==> config.mk <==
export PLATFORM = sky130hd
export DESIGN_NAME = masked_sprite_blit_2bpp_flat
export DESIGN_NICKNAME = d
export VERILOG_FILES = /design/src/rtl/msb_pkg.sv /design/src/rtl/msb_cfg_if.sv /design/src/rtl/msb_item_if.sv /design/src/rtl/msb_write_if.sv /design/src/rtl/msb_write_gen.sv /design/src/rtl/masked_sprite_blit_2bpp.sv /design/src/flat_wrapper.sv
export SDC_FILE = /design/constraint.sdc
export NUM_CORES = 1
export LEC_CHECK = 0
export BUFFER_PORTS_ARGS = -buffer_cell sky130_fd_sc_hd__buf_2
export CAP_MARGIN = 20
export CORE_AREA = 5 5 126 128
export DETAILED_ROUTE_END_ITERATION = 10
export DIE_AREA = 0 0 131 133
export PLACE_DENSITY_LB_ADDON = 0.3
export SETUP_SLACK_MARGIN = 0.3
export SLEW_MARGIN = 20
export SYNTH_ARGS = -nofsm -noshare
export SYNTH_HDL_FRONTEND = slang
export SYNTH_SLANG_ARGS = --single-unit
==> constraint.sdc <==
create_clock -name clk -period 4.4 [get_ports clk]
set_input_delay 0.88 -clock clk [delete_from_list [all_inputs] [get_ports clk]]
set_output_delay 0.88 -clock clk [all_outputs]
set_load 0.02 [all_outputs]
==> src/rtl/msb_pkg.sv <==
// Shared types and constants of the masked sprite blitter.
`timescale 1ns / 1ps

package msb_pkg;

  // Register indexes on the configuration port.
  localparam logic [2:0] REG_DEST_X    = 3'd0;
  localparam logic [2:0] REG_DEST_Y    = 3'd1;
  localparam logic [2:0] REG_ROW_BYTES = 3'd2;
  localparam logic [2:0] REG_ROW_COUNT = 3'd3;
  localparam logic [2:0] REG_USE_MASK  = 3'd4;

  // Largest row length in bytes; longer settings are clamped to it.
  localparam logic [6:0] MAX_ROW_BYTES = 7'd64;
  // Bytes per scanline in one bank of video memory.
  localparam int LINE_BYTES = 80;

  // Register values that the write generator needs.
  typedef struct packed {
    logic [8:0] dest_x;
    logic [7:0] dest_y;
    logic       use_mask;
  } cfg_t;

  // One accepted sprite byte with the context that it was taken in.
  typedef struct packed {
    logic [7:0] pixel_byte;
    logic [7:0] mask_byte;
    logic [7:0] prev_pixels;
    logic [7:0] prev_opacity;
    logic [6:0] column;
    logic [7:0] row;
    logic [6:0] right_column;
    logic       row_end;
    logic       sprite_end;
  } stage_t;

  // One video memory write.
  typedef struct packed {
    logic [13:0] address;
    logic [7:0]  write_data;
    logic [7:0]  write_bits;
    logic        last;
  } write_t;

endpackage

==> src/rtl/msb_cfg_if.sv <==
// Configuration write channel of the sprite blitter.
`timescale 1ns / 1ps

interface msb_cfg_if;
  logic       valid;
  logic       ready;
  logic [2:0] reg_index;
  logic [8:0] reg_data;

  modport source (output valid, output reg_index, output reg_data, input ready);
  modport sink (input valid, input reg_index, input reg_data, output ready);
endinterface

==> src/rtl/msb_item_if.sv <==
// Sprite byte channel: packed pixels with their mask.
`timescale 1ns / 1ps

interface msb_item_if;
  logic       valid;
  logic       ready;
  logic [7:0] pixel_byte;
  logic [7:0] mask_byte;

  modport source (output valid, output pixel_byte, output mask_byte, input ready);
  modport sink (input valid, input pixel_byte, input mask_byte, output ready);
endinterface

==> src/rtl/msb_write_if.sv <==
// Video memory write channel of the sprite blitter.
`timescale 1ns / 1ps

interface msb_write_if;
  logic        valid;
  logic        ready;
  logic [13:0] address;
  logic [7:0]  write_data;
  logic [7:0]  write_bits;
  logic        last;

  modport source (output valid, output address, output write_data, output write_bits,
                  output last, input ready);
  modport sink (input valid, input address, input write_data, input write_bits,
                input last, output ready);
endinterface

==> src/rtl/msb_write_gen.sv <==
// Builds the address, data and bit enables of one write from a staged sprite byte.
`timescale 1ns / 1ps

module msb_write_gen (
  input  msb_pkg::cfg_t   cfg,
  input  msb_pkg::stage_t stage,
  input  logic            second,
  output msb_pkg::write_t wr
);
  import msb_pkg::*;

  logic [2:0]  rs;
  logic [7:0]  pix_hi;
  logic [7:0]  opa_hi;
  logic [15:0] mid_data;
  logic [15:0] mid_bits;
  logic [15:0] open_bits;
  logic [15:0] right_data;
  logic [15:0] right_bits;
  logic [15:0] right_open;
  logic [6:0]  col;
  logic [8:0]  y;
  logic [14:0] line_offset;

  // Right shift in bits for the pixel offset within a byte.
  assign rs = {cfg.dest_x[1:0], 1'b0};

  // The first byte of a row has no predecessor to join with.
  assign pix_hi = (stage.column == 7'd0) ? 8'h00 : stage.prev_pixels;
  assign opa_hi = (stage.column == 7'd0) ? 8'h00 : stage.prev_opacity;

  // Left or middle write: previous byte's spill joined with this byte.
  assign mid_data  = {pix_hi, stage.pixel_byte} >> rs;
  assign mid_bits  = {opa_hi, stage.mask_byte} >> rs;
  assign open_bits = {((stage.column == 7'd0) ? 8'h00 : 8'hFF), 8'hFF} >> rs;

  // Right write: the bits of the last byte pushed past its column.
  assign right_data = {stage.pixel_byte, 8'h00} >> rs;
  assign right_bits = {stage.mask_byte, 8'h00} >> rs;
  assign right_open = {8'hFF, 8'h00} >> rs;

  // Interlaced address: bank from row parity, then half row times line length.
  assign col         = second ? stage.right_column : stage.column;
  assign y           = {1'b0, cfg.dest_y} + {1'b0, stage.row};
  assign line_offset = 15'(y[8:1]) * 15'(LINE_BYTES);

  always_comb begin
    wr.address = {y[0], 13'd0} + line_offset[13:0] + 14'(cfg.dest_x[8:2]) + 14'(col);
    if (second) begin
      wr.write_data = right_data[7:0];
      wr.write_bits = cfg.use_mask ? right_bits[7:0] : right_open[7:0];
      wr.last       = stage.sprite_end;
    end else begin
      wr.write_data = mid_data[7:0];
      wr.write_bits = cfg.use_mask ? mid_bits[7:0] : open_bits[7:0];
      wr.last       = 1'b0;
    end
  end

endmodule

==> src/rtl/masked_sprite_blit_2bpp.sv <==
// Top level of the masked 2-bit-per-pixel sprite blitter.
//
//   Channel   Direction  Carries
//   cfg       in         reg_index, reg_data (register writes)
//   sprite    in         pixel_byte, mask_byte (one sprite byte per item)
//   writes    out        address, write_data, write_bits, last
//
// A byte is taken into a staging register and its write is then loaded into the
// output register. A byte that ends a row gives two writes, its own and then the
// right write, and holds the staging register until the right write is loaded.
// Reset is synchronous; it restores the register defaults and clears the row
// and column counters. Stalls on the write channel back up into the staging
// register; the configuration port never stalls.
`timescale 1ns / 1ps

module masked_sprite_blit_2bpp (
  input  logic         clk,
  input  logic         rst,
  msb_cfg_if.sink      cfg,
  msb_item_if.sink     sprite,
  msb_write_if.source  writes
);
  import msb_pkg::*;

  logic [8:0]  dest_x;
  logic [7:0]  dest_y;
  logic [6:0]  row_bytes;
  logic [7:0]  row_count;
  logic        use_mask;
  logic [7:0]  prev_pixels;
  logic [7:0]  prev_opacity;
  logic [6:0]  column_index;
  logic [7:0]  row_index;
  logic [6:0]  rb_eff;
  logic [7:0]  rc_eff;
  logic        row_end;
  logic        sprite_end;
  logic        in_accept;
  stage_t      stage;
  logic        stage_valid;
  logic        stage_second;
  logic        stage_done;
  cfg_t        cfg_view;
  write_t      wr;
  write_t      out_reg;
  logic        out_valid;
  logic        out_load;

  // Configuration registers.
  assign cfg.ready = 1'b1;

  always_ff @(posedge clk) begin
    if (rst) begin
      dest_x    <= 9'd0;
      dest_y    <= 8'd0;
      row_bytes <= 7'd1;
      row_count <= 8'd1;
      use_mask  <= 1'b1;
    end else if (cfg.valid) begin
      unique case (cfg.reg_index)
        REG_DEST_X:    dest_x    <= cfg.reg_data;
        REG_DEST_Y:    dest_y    <= cfg.reg_data[7:0];
        REG_ROW_BYTES: row_bytes <= cfg.reg_data[6:0];
        REG_ROW_COUNT: row_count <= cfg.reg_data[7:0];
        REG_USE_MASK:  use_mask  <= cfg.reg_data[0];
        default: ;
      endcase
    end
  end

  // Effective row length and row count, with zero read as one and the length clamped to MAX_ROW_BYTES.
  always_comb begin
    if (row_bytes == 7'd0) begin
      rb_eff = 7'd1;
    end else if (row_bytes > MAX_ROW_BYTES) begin
      rb_eff = MAX_ROW_BYTES;
    end else begin
      rb_eff = row_bytes;
    end
    rc_eff     = (row_count == 8'd0) ? 8'd1 : row_count;
    row_end    = ({1'b0, column_index} + 8'd1) >= {1'b0, rb_eff};
    sprite_end = row_end && (({1'b0, row_index} + 9'd1) >= {1'b0, rc_eff});
  end

  // Handshake between staging and output registers.
  assign out_load     = stage_valid && (!out_valid || writes.ready);
  assign stage_done   = out_load && (stage_second || !stage.row_end);
  assign sprite.ready = !stage_valid || stage_done;
  assign in_accept    = sprite.valid && sprite.ready;

  // Position counters and the previous byte pair.
  always_ff @(posedge clk) begin
    if (rst) begin
      prev_pixels  <= 8'd0;
      prev_opacity <= 8'd0;
      column_index <= 7'd0;
      row_index    <= 8'd0;
    end else if (in_accept) begin
      prev_pixels  <= sprite.pixel_byte;
      prev_opacity <= sprite.mask_byte;
      if (row_end) begin
        column_index <= 7'd0;
        row_index    <= sprite_end ? 8'd0 : row_index + 8'd1;
      end else begin
        column_index <= column_index + 7'd1;
      end
    end
  end

  // Staging register control: second marks the right write of a row.
  always_ff @(posedge clk) begin
    if (rst) begin
      stage_valid  <= 1'b0;
      stage_second <= 1'b0;
    end else if (in_accept) begin
      stage_valid  <= 1'b1;
      stage_second <= 1'b0;
    end else if (stage_done) begin
      stage_valid  <= 1'b0;
      stage_second <= 1'b0;
    end else if (out_load) begin
      stage_second <= 1'b1;
    end
  end

  // Staging register payload.
  always_ff @(posedge clk) begin
    if (in_accept) begin
      stage.pixel_byte   <= sprite.pixel_byte;
      stage.mask_byte    <= sprite.mask_byte;
      stage.prev_pixels  <= prev_pixels;
      stage.prev_opacity <= prev_opacity;
      stage.column       <= column_index;
      stage.row          <= row_index;
      stage.right_column <= rb_eff;
      stage.row_end      <= row_end;
      stage.sprite_end   <= sprite_end;
    end
  end

  // Write generation.
  assign cfg_view.dest_x   = dest_x;
  assign cfg_view.dest_y   = dest_y;
  assign cfg_view.use_mask = use_mask;

  msb_write_gen u_write_gen (
    .cfg    (cfg_view),
    .stage  (stage),
    .second (stage_second),
    .wr     (wr)
  );

  // Output register.
  always_ff @(posedge clk) begin
    if (rst) begin
      out_valid <= 1'b0;
    end else if (out_load) begin
      out_valid <= 1'b1;
    end else if (writes.ready) begin
      out_valid <= 1'b0;
    end
  end

  always_ff @(posedge clk) begin
    if (out_load) begin
      out_reg <= wr;
    end
  end

  assign writes.valid      = out_valid;
  assign writes.address    = out_reg.address;
  assign writes.write_data = out_reg.write_data;
  assign writes.write_bits = out_reg.write_bits;
  assign writes.last       = out_reg.last;

`ifndef SYNTHESIS
  // The right-write phase only exists for a staged byte that ends its row.
  a_second_needs_row_end: assert property (@(posedge clk) disable iff (rst)
    stage_second |-> (stage_valid && stage.row_end))
    else $error("right write phase without a row-ending byte");

  // The sprite end is flagged only on a right write.
  a_last_on_right_write: assert property (@(posedge clk) disable iff (rst)
    (out_load && wr.last) |-> stage_second)
    else $error("last flag on a left or middle write");

  // Reset empties both the staging and output registers.
  a_reset_empties: assert property (@(posedge clk)
    rst |=> (!stage_valid && !out_valid))
    else $error("pipeline not empty after reset");
`endif

endmodule

==> src/flat_wrapper.sv <==
// flat-port wrapper written by rule: the top's interface ports become plain ports
module masked_sprite_blit_2bpp_flat import msb_pkg::*;
  (clk, rst, cfg_valid, cfg_reg_index, cfg_reg_data, cfg_ready, sprite_valid, sprite_pixel_byte, sprite_mask_byte, sprite_ready, writes_valid, writes_address, writes_write_data, writes_write_bits, writes_last, writes_ready);
  msb_cfg_if cfg_i ();
  msb_item_if sprite_i ();
  msb_write_if writes_i ();
  input  logic clk;
  input  logic rst;
  input wire logic [$bits(cfg_i.valid)-1:0] cfg_valid;
  input wire logic [$bits(cfg_i.reg_index)-1:0] cfg_reg_index;
  input wire logic [$bits(cfg_i.reg_data)-1:0] cfg_reg_data;
  output wire logic [$bits(cfg_i.ready)-1:0] cfg_ready;
  input wire logic [$bits(sprite_i.valid)-1:0] sprite_valid;
  input wire logic [$bits(sprite_i.pixel_byte)-1:0] sprite_pixel_byte;
  input wire logic [$bits(sprite_i.mask_byte)-1:0] sprite_mask_byte;
  output wire logic [$bits(sprite_i.ready)-1:0] sprite_ready;
  output wire logic [$bits(writes_i.valid)-1:0] writes_valid;
  output wire logic [$bits(writes_i.address)-1:0] writes_address;
  output wire logic [$bits(writes_i.write_data)-1:0] writes_write_data;
  output wire logic [$bits(writes_i.write_bits)-1:0] writes_write_bits;
  output wire logic [$bits(writes_i.last)-1:0] writes_last;
  input wire logic [$bits(writes_i.ready)-1:0] writes_ready;
  assign cfg_i.valid = cfg_valid;
  assign cfg_i.reg_index = cfg_reg_index;
  assign cfg_i.reg_data = cfg_reg_data;
  assign cfg_ready = cfg_i.ready;
  assign sprite_i.valid = sprite_valid;
  assign sprite_i.pixel_byte = sprite_pixel_byte;
  assign sprite_i.mask_byte = sprite_mask_byte;
  assign sprite_ready = sprite_i.ready;
  assign writes_valid = writes_i.valid;
  assign writes_address = writes_i.address;
  assign writes_write_data = writes_i.write_data;
  assign writes_write_bits = writes_i.write_bits;
  assign writes_last = writes_i.last;
  assign writes_i.ready = writes_ready;
  masked_sprite_blit_2bpp u_core (.clk(clk), .rst(rst), .cfg(cfg_i), .sprite(sprite_i), .writes(writes_i));
endmodule
**Word level (Yosys, flattened, before mapping)**

Index checks and enable logic that the tools add are counted.

- Add/sub/neg operators: 8
- Multipliers: 1
- $lt $le $gt $ge: 3
- Eq/ne operators: 4
- Shift operators: 6
- Muxes and demuxes: 16
- Reduce and logical (&&, ||, !) cells: 23

Operator list:

| cell | number |
|---|---|
| right shift 16 x 3 -> 8 bit | 5 |
| two-way mux 8 bit | 7 |
| adder 14 x 7 -> 14 bit | 2 |
| two-way mux 7 bit | 4 |
| two-way mux 17 bit | 1 |
| right shift 16 x 3 -> 8 bit, first input constant | 1 |
| adder 14 bit | 1 |
| logical NOT 7 bit | 2 |
| AND reduction 2 bit | 6 |
| multiplier 8 x 3 -> 10 bit, second input constant | 1 |
| adder 8 x 1 -> 9 bit, second input constant | 1 |
| adder 8 x 8 -> 9 bit | 1 |
| greater-or-equal comparator 9 x 8 -> 1 bit | 1 |
| adder 7 x 1 -> 8 bit, second input constant | 1 |
| adder 8 x 1 -> 8 bit, second input constant | 1 |
| greater-or-equal comparator 8 x 7 -> 1 bit | 1 |
| logical NOT 8 bit | 1 |
| adder 7 x 1 -> 7 bit, second input constant | 1 |
| greater-than comparator 7 bit, second input constant | 1 |
| == test 3 x 2 -> 1 bit, second input constant | 2 |
| logical AND 1 bit | 4 |
| two-way mux 1 bit | 4 |
| nonzero test 2 bit | 2 |
| == test 3 x 1 -> 1 bit, second input constant | 1 |
| 5 further kinds | 9 |

- Register bits: 154
- Input bits: 33
- Output and inout port bits: 34
- Word-level logic and storage cells: 86

**Longest topological paths before layout**

Gate-level depths: netlist (run 1).

- Depth in word-level cells: 7
- Mapped depth: 16
- Depth with buffers taken out: 16

**Cells and area by module**

From an unflattened synthesis (run 1), not the netlist that was laid out.

- Cells, all modules: 729
- Area total of the unflattened synthesis: 7609.8 um^2

Modules (own cells, without submodules):

| module | times used | cells each | area an instance (um^2) | seq. area each (um^2) |
|---|---|---|---|---|
| masked_sprite_blit_2bpp | 1 | 485 | 5746.8 | 3953.8 |
| msb_write_gen | 1 | 244 | 1863.0 | 0.0 |

**Worst setup path after synthesis (run 1)**

No wires, ideal clock.

- Kind: input-to-reg
- From: input port writes_ready
- To: register, netlist name u_core.stage[0]
- Library setup time: 437 ps
- Arrival time: 3506 ps
- Data required time: 3963 ps
- Path slack: 457 ps
- Cell stages on the path: 5
- Path buffers: 1
- Cell sequence: nor2b_1 o21ai_0 nand2_1 inv_1 clkbuf_1

- Longest elaborated chain between the ends: 5

Ends and longest elaborated chain:

| item | line | text |
|---|---|---|
| start, declared | flat_wrapper.sv:22 | `input wire logic [$bits(writes_i.ready)-1:0] writes_ready;` |
| logical OR 1 bit | masked_sprite_blit_2bpp.sv:86 | `assign out_load = stage_valid && (!out_valid \|\| writes.ready);` |
| logical AND 1 bit | masked_sprite_blit_2bpp.sv:86 |  |
| logical AND 1 bit | masked_sprite_blit_2bpp.sv:87 | `assign stage_done = out_load && (stage_second \|\| !stage.row_end);` |
| logical OR 1 bit | masked_sprite_blit_2bpp.sv:88 | `assign sprite.ready = !stage_valid \|\| stage_done;` |
| net sprite_ready | flat_wrapper.sv:16 | `output wire logic [$bits(sprite_i.ready)-1:0] sprite_ready;` |
| logical AND 1 bit | masked_sprite_blit_2bpp.sv:89 | `assign in_accept = sprite.valid && sprite.ready;` |
| net u_core.in_accept | masked_sprite_blit_2bpp.sv:38 | `logic in_accept;` |

The timed path passes the listed nets, and every way through them passes these cells.
A chain may end at the register's enable or synchronous reset.

==> results of run 1 <==
## final timing paths
check	startpoint	slack (ps)	cells after the start	endpoint
setup / recovery	u_core.stage[10]	490	15	u_core.writes.address[13]
hold / removal	u_core.prev_pixels[1]	430	0	u_core.stage[33]
setup reg to reg	u_core.stage[10]	490	15	u_core.writes.address[13]
hold reg to reg	u_core.prev_pixels[1]	430	0	u_core.stage[33]
## final cells by class
class	count	area [µm²]
Multi-Input combinational cell	469	3334
Fill cell	1264	6292
Inverter	39	146.4
Clock inverter	15	161.4
Sequential cell	146	3754
Timing Repair Buffer	72	402.9
Clock buffer	17	425.4
Tap cell	188	235.2
## repair_timing
item,CTS,global route
setup buffers,0,0
setup endpoints to repair,0,1
gates resized for setup,0,7
## registers in the layout, indices dropped and copies added (netlist names), 6 cells and up
name	flops
u_core.prev_opacity	6
u_core.writes.address	14
u_core.writes.write_data	8
u_core.row_index	8
u_core.prev_pixels	6
u_core.dest_x	9
u_core.column_index	7
u_core.writes.write_bits	8
u_core.row_bytes	7
u_core.row_count	8
u_core.dest_y	8
u_core.stage	52
## per-stage QoR
| stage | worst slack [ps] | cell area (µm²) |
|---|---|---|
| floorplan | 457.2 | 7332 |
| global placement | 625.6 | 7814 |
| detailed placement | 521.8 | 7834 |
| CTS | 502.4 | 8421 |
| global route | 314.5 | 8459 |
| finish | 489.8 | 8459 |
## cell families (layout without fill, tap and decap cells)
logic type | after synthesis | after routing | share of synthesized area [%]
simple gates | 200 | 200 | 12.49
fa+ha+maj | 54 | 54 | 9.829
xor+xnor | 32 | 32 | 4.027
other cells | 1 | 1 | 0.05115
buf+inv | 70 | 143 | 3.891
flops | 146 | 146 | 51.19
compound gates | 138 | 138 | 12.25
mux | 44 | 44 | 6.263
## power groups by stage
stage	clock network (µW)	registers (µW)	logic, µW
2_1_floorplan	0	1640	323
3_3_place_gp	0	1620	466
3_5_place_dp	0	1620	483
4_1_cts	1440	1590	488
5_1_grt	1510	1600	554
6_report	1430	1590	496
## layer usage
metal | global-route usage [%] | share of wire, % | vias to the layer above
met2 | 27.40 | 46 | 94
met3 | 4.643 | 5.0 | 15
met5 | 0 | 0 | -
li1 | - | - | 2584
met1 | 24.92 | 47 | 2402
met4 | 5.829 | 1.2 | 0
## cell usage in the layout, fill, tap and decap left out, types with 4 or more instances in the layout
cell type  synthesis  routed
a211oi_1           9       8
mux2_2            15      15
a21oi_1           60      58
nand4_1            5       5
ha_1              48      48
nand3_1           12      12
inv_8              0       4
a21o_1            12      12
fa_1               6       6
nor3_1             7       6
mux2i_1           29      29
a22o_1             6       6
a221oi_1           5       5
dfxtp_1           63      63
nand2b_1           4       4
buf_2              3      65
clkbuf_16          0      17
xor2_1            10       9
nor2b_1           12      11
nor2_1            50      50
o21ai_0           15      15
xnor2_1           21      20
inv_1             38      37
inv_6              0       6
or3_1              4       4
buf_4              1       5
nand2_1           85      85
edfxtp_1          83      83
==> summary.txt, run 1 <==
Timing
  – Clock skew: roughly 9.3 ps
  – Worst Tran Pin Value: slightly below 800 ps
  – RSZ-0062 raised after global routing: no
  – Hold_ws: 429.0 ps
  – Min Tclk post-route: 3910 ps
  – Slew headroom: roughly 48%
  – Final worst path period share: between 80% and 90%
  – Final TNS setup: 0 ps
  – Fin. max-slew vios: 0
  – Final Hold Violating Endpoints: 0
  – Highest clock rate: 255.7 MHz
  – Final Setup Violations: 0

Worst setup path
  – CP max-delay cell: edfxtp_1
  – Delay of the slowest cell on the worst path: about 400 ps
  – Endpoint class of the critical path: flop
  – Crit Path Category: flop to flop
  – Cell family with most CP delay: compound AO/OA/AOI/OAI gates
  – Most used cell, CP: ha_1
  – CP Cell Sequence: ha_1, a21o_1, a21oi_2, nor2b_1, o21a_1, o41a_1, xor2_1, ha_1, ha_1, o21ai_0, o21bai_1, a21oi_1, xnor2_1, and4_1, xor3_1
  – Worst Path Arrival: roughly 4000 ps
  – Crit start category: flop
  – WP buf/inv: 0
  – CP max FO: 3
  – Worst EP required: between 4000 and 5000 ps

Logic synthesis
  – Post-synthesis average cell area: approximately 11 µm²
  – Syn Nets: between 700 and 800
  – Synth area leader: edfxtp_1
  – Most common cell in the synthesized netlist: nand2_1
  – Post-synthesis sequential area ratio: between 50% and 60%
  – Distinct cell type count after synthesis: 63
  – Post-synth top flop: edfxtp_1
  – Post-synth top area share: 33.99%
  – Yosys warning count: 0
  – Seq cells post-synth: around 150
  – Synthesized instance count: around 700
  – Mapped Area: 7332 µm²
  – Ys async rst share: 0%
  – Top cells by count, synth: nand2_1 (85), edfxtp_1 (83), dfxtp_1 (63)
  – Synth top area cells: edfxtp_1 (34%), dfxtp_1 (17%), ha_1 (8.2%), nand2_1 (4.4%), a21oi_1 (4.1%)
  – Number of synthesized flops with an enable pin: 83

Routing
  – Wire length per cell: roughly 16 µm
  – Drt first pass iters: 4
  – First DRT Iteration DRCs: 273
  – Routed Antenna Nets: 0
  – DR vias: just over 5,000
  – Post-Route WL: around 15,000 µm
  – # DRC: 0
  – Vias per inst: 5.386

GRT
  – GRT Residual Overflow: 0
  – Vias in the first global route: around 5,000
  – First-pass GRT wire length: about 25,000 µm
  – All-Layer GR Usage: 17.95%
  – Initial antenna violation count: 0
  – Largest net degree at the start of global routing: 45

Floorplan
  – Core Footprint: 14,750 µm²
  – Die height: 133 µm
  – Initial core utilization: between 40% and 50%
  – Die area: 17,420 µm²
  – Ports: 67
  – Chip Width: about 130 µm
  – FP Rows: 45

Pwr
  – NetSw: roughly 960 µW
  – P per Cell Area: ~420 nW/µm²
  – Pwr Total: 3513 µW
  – Leak: roughly 0.0034 µW
  – Clock Power Share: approximately two fifths
  – Comb pwr share: 14.1%
  – Seq pwr share: 45.2%
  – Sw frac: about 27%
  – Peak VDD IR: slightly below 0.3 mV
  – P_int: 2552 µW

Final layout
  – Finished Layout Cells: about 950
  – Layout Nets: about 830
  – Final core occ: a little under three fifths
  – Syn-to-layout area delta: 15.38%
  – Layout cells sized above 1: between 10% and 20%
  – Antenna diode count: 0

Placement
  – Gpl congestion: 0.8169
  – DP HPWL: between 10,000 and 15,000 µm
  – Cells after DPL: between 900 and 1,000
  – Port Buffers: between 60 and 70

Clocking
  – CTS Buf Count: 17
  – Skew-Pair Late Insertion Delay: about 430 ps
  – TritonCTS clock tree: done
  – Root cell of the clock tree: clkbuf_16
  – H-tree depth: 4
  – Clock Sinks: roughly 150
  – Reg clk slew, reported paths: roughly 70 ps
  – Post-CTS Hold Fix Bufs: 0
  – Max Buffers Root-to-Sink: 2

Status
  – Status: complete, no violations

Worst hold path
  – Hold Path Class: flop to flop

Job
  – Max_cap viols: 0
(Power assumes the default switching activity.)
==> inputs of run 2 (changes only) <==
--- a/config.mk
+++ b/config.mk
@@ -10,7 +10,7 @@
 export CORE_AREA = 5 5 126 128
 export DETAILED_ROUTE_END_ITERATION = 10
 export DIE_AREA = 0 0 131 133
-export PLACE_DENSITY_LB_ADDON = 0.3
+export PLACE_DENSITY = 0.69
 export SETUP_SLACK_MARGIN = 0.3
 export SLEW_MARGIN = 20
 export SYNTH_ARGS = -nofsm -noshare
==> summary.txt, run 2 (same netlist as run 1, synthesis figures left out) <==
Floorplan
  – Chip Width: 131 µm
  – Ports: 67
  – Die area: 17,420 µm²
  – FP Rows: 45
  – Initial core utilization: around half
  – Die height: about 130 µm
  – Core Footprint: between 10,000 and 15,000 µm²

Routing
  – Metal-1 WL: approximately 7200 µm
  – Routed Antenna Nets: 0
  – Highest Signal Layer: met4
  – DR vias: 5,114
  – First DRT Iteration DRCs: 275
  – Met3 wire length: 565 µm
  – Metal2 WL: 6893 µm
  – # DRC: 0
  – Vias per inst: approximately 5.4
  – Drt first pass iters: 4
  – Wire length per cell: 15.83 µm
  – Post-Route WL: about 15,000 µm

Timing
  – RSZ-0062 raised after global routing: no
  – Highest clock rate: around 250 MHz
  – Worst Tran Pin Value: around 800 ps
  – Final worst path period share: 89.45%
  – Final Hold Violating Endpoints: 0
  – Fin. max-slew vios: 0
  – Clock skew: between 8 and 9 ps
  – Min Tclk post-route: 3936 ps
  – Final Setup Violations: 0
  – Slew headroom: between 40% and 50%
  – Final TNS setup: 0 ps

Clocking
  – Clock Sinks: between 100 and 150
  – Root cell of the clock tree: clkbuf_16
  – CTS Buf Count: 17
  – Reg clk slew, reported paths: 60 ps
  – Skew-Pair Late Insertion Delay: ~420 ps
  – H-tree depth: 4
  – TritonCTS clock tree: done
  – Max Buffers Root-to-Sink: 2

Worst setup path
  – CP Cell Sequence: ha_1, a21o_1, a21oi_1, nor2b_1, o21a_1, o41a_1, xor2_1, ha_1, ha_1, o21ai_0, o21bai_1, a21oi_1, xnor2_1, and4_1, xor3_1
  – Delay of the slowest cell on the worst path: approximately 400 ps
  – Crit Path Category: flop to flop
  – CP max FO: 3
  – Crit start category: flop
  – Most used cell, CP: ha_1
  – WP buf/inv: 0
  – Worst EP required: ~4600 ps
  – Endpoint class of the critical path: flop
  – Cell family with most CP delay: compound AO/OA/AOI/OAI gates
  – CP max-delay cell: edfxtp_1
  – Worst Path Arrival: just over 4000 ps

Final layout
  – Antenna diode count: 0
  – Layout Nets: 832
  – Final core occ: 56.93%
  – Footprint of the multi-input gates: between 3000 and 4000 µm²
  – Largest Register: u_core.stage
  – Storage cell area: about 3800 µm²
  – Filler instances: between 1,000 and 1,500
  – Number of flip-flops in the largest register: between 50 and 60
  – Most frequent cells in the layout: nand2_1 (85), edfxtp_1 (83), buf_2 (65)
  – Most common cell after layout, fill and taps aside: nand2_1
  – Layout cells sized above 1: between 10% and 20%
  – Syn-to-layout area delta: 14.54%

Pwr
  – Peak VDD IR: roughly 0.28 mV
  – Pwr Total: between 3000 and 4000 µW
  – P per Cell Area: a little over 400 nW/µm²
  – Leak: 0.003325 µW

GRT
  – GRT Residual Overflow: 0
  – Vias in the first global route: 5,020
  – Initial antenna violation count: 0
  – All-Layer GR Usage: a little under a fifth
  – First-pass GRT wire length: 24,740 µm
  – Largest net degree at the start of global routing: about 70

Job
  – Max_cap viols: 0

Status
  – Status: complete, no violations

Placement
  – Port Buffers: 65
  – DP HPWL: between 10,000 and 15,000 µm
  – Gpl congestion: between 0.8 and 0.9

Worst hold path
  – Hold Path Class: flop to flop
==> run 2: where the power goes <==
group          total (µW)  internal (µW)  switching (µW)
clock network        1360            780             579
registers            1590           1550            39.4
logic                 494            195             299
==> run 2: cell type report <==
| cell class | instances | share of cell area, % |
|---|---|---|
| Clock buffer | 17 | 5.066 |
| Clock inverter | 15 | 1.549 |
| Inverter | 39 | 1.743 |
| Tap cell | 188 | 2.801 |
| Sequential cell | 146 | 44.70 |
| Timing Repair Buffer | 72 | 4.648 |
| Multi-Input combinational cell | 469 | 39.50 |
==> run 2: what timing repair did <==
action	4_1_cts	5_1_grt
hold buffers	0	0
setup endpoints to repair	0	1
buffers inserted	0	1
gates resized for setup	0	4
hold endpoints to repair	0	0
==> run 2: path summary, 6_finish.rpt <==
check | startpoint | to | slack (ps) | cells past startpoint
worst max-delay path | u_core.stage[10] | u_core.writes.address[13] | 460 | 15
worst min-delay path | u_core.prev_opacity[2] | u_core.stage[26] | 420 | 0
worst max register to register | u_core.stage[10] | u_core.writes.address[13] | 460 | 15
worst min register to register | u_core.prev_opacity[2] | u_core.stage[26] | 420 | 0
==> run 2: per-stage QoR <==
| stage | cells | setup slack [ps] | area (µm²) | hold slack [ps] |
|---|---|---|---|---|
| finish | 946 | 464.4 | 8398 | 423.8 |
| global route | 946 | 308.1 | 8398 | 437.5 |
| CTS | 945 | 441.6 | 8369 | 425.9 |
| detailed placement | 913 | 454.2 | 7814 | 416.1 |
| global placement | 913 | 630.2 | 7814 | 413.3 |
| floorplan | 685 | 457.2 | 7332 | 408.1 |
==> run 2: layer usage <==
metal / vias up / track usage (%)
li1: 2583 / -
met1: 2408 / 25.23
met2: 102 / 27.45
met3: 21 / 3.432
met4: 0 / 7.143
met5: - / 0
